--- config.mk ---
export PLATFORM = sky130hd
export DESIGN_NAME = mpqdk_cmp
export DESIGN_NICKNAME = d
export VERILOG_FILES = /design/src/rtl/mpqdk_pkg.sv /design/src/rtl/mpqdk_cmp.sv
export SDC_FILE = /design/constraint.sdc
export NUM_CORES = 1
export LEC_CHECK = 0
export ABC_CLOCK_PERIOD_IN_PS = 2150
export BUFFER_PORTS_ARGS = -buffer_cell sky130_fd_sc_hd__clkbuf_2
export CAP_MARGIN = 20
export CELL_PAD_IN_SITES_DETAIL_PLACEMENT = 0
export CELL_PAD_IN_SITES_GLOBAL_PLACEMENT = 1
export CORE_MARGIN = 5
export CORE_UTILIZATION = 21
export DETAILED_ROUTE_END_ITERATION = 8
export GPL_ROUTABILITY_DRIVEN = 0
export PLACE_DENSITY_LB_ADDON = 0.1
export SLEW_MARGIN = 40
export SYNTH_ARGS = -nofsm -noshare
export SYNTH_HDL_FRONTEND = slang
export SYNTH_SLANG_ARGS = --single-unit
export TNS_END_PERCENT = 100
--- constraint.sdc ---
create_clock -name vclk -period 2.15
set_clock_uncertainty 0.2 [all_clocks]
set_input_delay 0.3225 -clock vclk [all_inputs]
set_output_delay 0.3225 -clock vclk [all_outputs]
set_load 0.03 [all_outputs]
--- src/rtl/mpqdk_pkg.sv ---
`default_nettype none

package mpqdk_pkg;

	// Default sizes of the queue storage.
	localparam int DEF_CAPACITY      = 64;
	localparam int DEF_PRIORITY_BITS = 16;
	localparam int DEF_ID_BITS       = 32;

	// Arrival stamps run modulo 2^32 whatever the other sizes are.
	localparam int ARRIVAL_BITS = 32;

	// Request codes carried in req_type.
	typedef enum logic [1:0] {
		REQ_INSERT  = 2'd0,
		REQ_PROCESS = 2'd1,
		REQ_UPGRADE = 2'd2,
		REQ_CLEAR   = 2'd3
	} req_code_t;

	// Result status codes.
	typedef enum logic [2:0] {
		ST_OK           = 3'd0,
		ST_EMPTY        = 3'd1,
		ST_FULL         = 3'd2,
		ST_NOT_FOUND    = 3'd3,
		ST_NOT_DECREASE = 3'd4
	} status_t;

	// Sequencer states.
	typedef enum logic [2:0] {
		S_IDLE,
		S_SCAN_OP,
		S_APPLY,
		S_SCAN_FRONT,
		S_LATCH,
		S_RESP
	} state_t;

	// Request word.
	typedef struct packed {
		logic [1:0]  req_type;
		logic [31:0] entry_id;
		logic [15:0] entry_priority;
	} in_word_t;

	// Result word.
	typedef struct packed {
		logic [2:0]  status;
		logic [31:0] served_id;
		logic [31:0] front_id;
		logic [15:0] front_priority;
		logic [6:0]  entry_count;
	} out_word_t;

endpackage

`default_nettype wire

--- src/rtl/mpqdk_cmp.sv ---
`default_nettype none

module mpqdk_cmp #(
	parameter int PRIORITY_BITS = 16,
	parameter int ID_BITS       = 32
) (
	input  wire logic                                 cand_valid,
	input  wire logic                                 match_mode,
	input  wire logic [ID_BITS-1:0]                   key_id,
	input  wire logic [ID_BITS-1:0]                   cand_id,
	input  wire logic [PRIORITY_BITS-1:0]             cand_prio,
	input  wire logic [mpqdk_pkg::ARRIVAL_BITS-1:0]   cand_age,
	input  wire logic                                 best_found,
	input  wire logic [PRIORITY_BITS-1:0]             best_prio,
	input  wire logic [mpqdk_pkg::ARRIVAL_BITS-1:0]   best_age,
	output logic                                      take
);

	import mpqdk_pkg::*;

	logic eligible;
	logic better;

	// A slot competes when it is held and, for a lookup, carries the key.
	assign eligible = cand_valid && (!match_mode || (cand_id == key_id));

	// Smaller priority wins; on equal priority the older entry wins.
	assign better = (cand_prio < best_prio) ||
			((cand_prio == best_prio) && (cand_age > best_age));

	assign take = eligible && (!best_found || better);

endmodule

`default_nettype wire

* After elaboration in Yosys (flattened, before gate mapping)
Cells that the tools add are included.
** Operators by class
- $add $sub $neg :: 0
- Multipliers :: 0
- Div/mod/pow operators :: 0
- Order comparisons :: 2
- Equality and inequality tests :: 2
- Shift-type cells :: 0
- Mux-type cells :: 0
- Bitwise operators :: 0
- Reductions and logical operators :: 8
** Operators with widths (count)
- 32-bit == test :: 1
- 32-bit > comparator :: 1
- 16-bit == test :: 1
- 16-bit < comparator :: 1
- 1-bit logical AND :: 3
- 1-bit logical OR :: 3
- 1-bit zero test :: 2
** Storage, ports and cells
- Register bits after elaboration :: 0
- Latch bits :: 0
- RAM bits :: 0
- ROM bits :: 0
- Input bits :: 163
- Output and inout port bits :: 1
- Word-level logic and storage cells :: 12
- Memories :: 0

* Longest topological paths before layout
- Depth in word-level cells :: 5
- Gate-level depth with buffers :: 8
- Depth with buffers taken out :: 8

* Worst setup path before layout
OpenSTA, ideal clock, no wires.
- Path kind :: in2out
- From :: in best_age[19] (netlist name)
- To :: out take
- Arrival time :: 1916 ps
- Required time :: 1627 ps
- Setup slack :: -289 ps
- Stages on the path :: 8
- Path buffers :: 0
- Cells stage by stage :: inv_1 > ha_1 > a21oi_2 > o21ai_1 > a221o_1 > a2111oi_2 > a21oi_1 > o211a_1
** Between the ends
- Longest elaborated chain between the ends :: 5
** Ends and longest elaborated chain
- from (decl) :: RTL line mpqdk_cmp.sv:15 : input wire logic [mpqdk_pkg::ARRIVAL_BITS-1:0] best_age,
- 32-bit > comparator :: RTL line mpqdk_cmp.sv:29 : ((cand_prio == best_prio) && (cand_age > best_age));
- 1-bit logical AND :: RTL line mpqdk_cmp.sv:29
- 1-bit logical OR :: RTL line mpqdk_cmp.sv:28 : assign better = (cand_prio < best_prio) ||
- 1-bit logical OR :: RTL line mpqdk_cmp.sv:31 : assign take = eligible && (!best_found || better);
- 1-bit logical AND :: RTL line mpqdk_cmp.sv:31
- to (decl) :: RTL line mpqdk_cmp.sv:16 : output logic take
No other way between the ends.

* Final worst setup path
- From :: in best_age[17] (netlist name)
- To :: out take
The elaborated chain is that of the path after synthesis.

==> reports/metrics.cfg <==
[run_status]
outcome = finished, violations left
violations = setup timing

[route]
dr.pass1.iters = 4
vias_per_cell = 4.07
wirelength_um = 5430
wl_per_cell_um = 11.1
ant_nets = 0
drcViolationCount = 0
route.vias.total = 2000
drtIter0Drc = 19

[die]
dieArea_um2 = 9300
start_util_pct = 21.6
num_rows = 31
num_io_pins = 164
die_x_um = 96.4
die_h_um = 96.4
core_um2 = 7250

[clock_network]
postCtsSetupBuffers = 0
postCtsHoldBufs = 0

[worst_setup_path]
cp.buffers_inverters = 3
cp.required_ns = 1.63
start_kind = input pin
crit_chain = clkbuf_16 -> inv_12 -> ha_4 -> a21oi_2 -> o21ai_1 -> a221o_1 -> a2111oi_4 -> a21oi_2 -> o211a_2 -> buf_8
crit_type = input pin to primary output
crit_slowest_cell = a221o_1
cpMostUsedCell = a21oi_2
arrival_ns = 2.10
critPathTopFamily = compound AO/OA/AOI/OAI gates
critPathMaxStageDelay_ns = 0.39
cp_max_fo = 2
endpoint_kind = primary output

[sta]
fmax_ghz = 0.382
tightest_slew_ns = 0.314
rsz0062_at_grt = true
drv_slew = 0
setup_violations = 1
max_slew_margin_pct = 78.9
fin_crit_ns = 2.62
fin_ws_ns = -0.471
hold_viol_final = 0
fin_crit_sh_pct = 122

[layout]
numSequentialCells = 0
drive_gt1_share_pct = 51.3
nClkBuffers = 0
fin_nets = 605
final_area_um2 = 2840
multi_input_area_um2 = 1540
ff_latch_area_um2 = 0
stdcell_count = 491
num_antenna_cells = 0
syn_to_final_growth_pct = 80.8
fill_cells = 793
utilization_pct = 39.1

[job]
maxCapViolCount = 0

[global_routing]
grt_pass1_wl_um = 8050
first_global_vias = 2007
track_usage_pct = 10.4
grt_max_degree = 5
antenna_found_initial = 0
grt.overflow.total = 0

[pwr]
p_per_area_nw_per_um2 = 165
ir_drop_mv = 0.0563
p_leak_nw = 1.70
p_total_w = 0.000467

[placed_design]
dpl_cell_area_um2 = 2700
dp_cells = 491
numPortBuffers = 164
dp_hpwl_um = 5290
place_ws_ns = -0.643

[yosys]
yosys-top-cells-count = 50 x inv_1, 48 x ha_1, 32 x xor2_1
synthDistinctLibCells = 23
synth_most_common_cell = inv_1
syn_area_um2 = 1570
synth_top_area_share_pct = 38.3
syn_inst = 216
syn_nets = 427
synth_area_leader_cell = ha_1
synth_area_leaders = ha_1 38%, xor2_1 18%, inv_1 12%
yosysSeqAreaShare_pct = 0
ys_warn_count = 0
avgSynthCellArea_um2 = 7.26

[hold_path]
hold_path_class = input pin to primary output

## final cells by class
class | count | share of cell area [%]
repair buffers | 176 | 34.3
multi-input cells | 166 | 54.2
well taps | 99 | 4.37
inverters | 50 | 7.15
## tightest hold or removal path, delay by kind of cell
kind	cells	cell delay, ns
buffers and inverters	2	0.21
AOI/OAI and AO/OA	1	0.13
## where the power goes
part	switching, W	internal [W]	total, W	leakage [nW]
clock network	0	0	0	0
logic	0.000198	0.000268	0.000467	1.70
registers	0	0	0	0
## worst paths after layout
check | cells past startpoint | from | end | slack (ns)
setup / recovery | 10 | best_age[17] | take | -0.47
hold / removal | 3 | cand_valid | take | 0.79
## cells in the final DEF (no fill, tap or decap), drive strengths merged, types with 3 or more instances in the layout
cell type,Yosys,final
clkbuf,0,158
inv,50,50
ha,48,48
xor2,32,32
a21oi,19,19
buf,0,18
nand2,13,13
nand4,11,11
nor4,11,11
nand3,6,6
o21ai,5,5
a21o,4,4
o211ai,3,3
nor2,3,3
## per-layer routing
| layer | GRT usage (%) | routed length [um] | vias up |
|---|---|---|---|
| li1 | - | - | 1102 |
| met5 | 0 | 0 | - |
| met2 | 19.8 | 2680 | 97 |
| met1 | 12.0 | 2070 | 801 |
| met3 | 3.25 | 676 | 0 |
| met4 | 0 | 0 | 0 |
## through the flow
step                      setup TNS [ns]  hold slack [ns]
final                             -0.471            0.787
after global routing              -0.572            0.802
after CTS                         -0.553            0.803
after detailed placement          -0.643            0.825
after global placement            -0.602            0.824
after floorplan                   -0.148            0.619
## kinds of logic after synthesis
logic type | share of synthesized area, %
adder cells (fa/ha/maj) | 38.3
buffers and inverters | 12.0
AND/OR/NAND/NOR | 16.3
XOR/XNOR | 17.9
AO/OA/AOI/OAI | 15.6
## repair_timing
item / CTS / global route
pin swaps: 7 / 11
resized for setup: 7 / 16
setup endpoints to repair: 1 / 1
cloned: 0 / 0
Note: power is estimated with default switching activity, not from simulation.
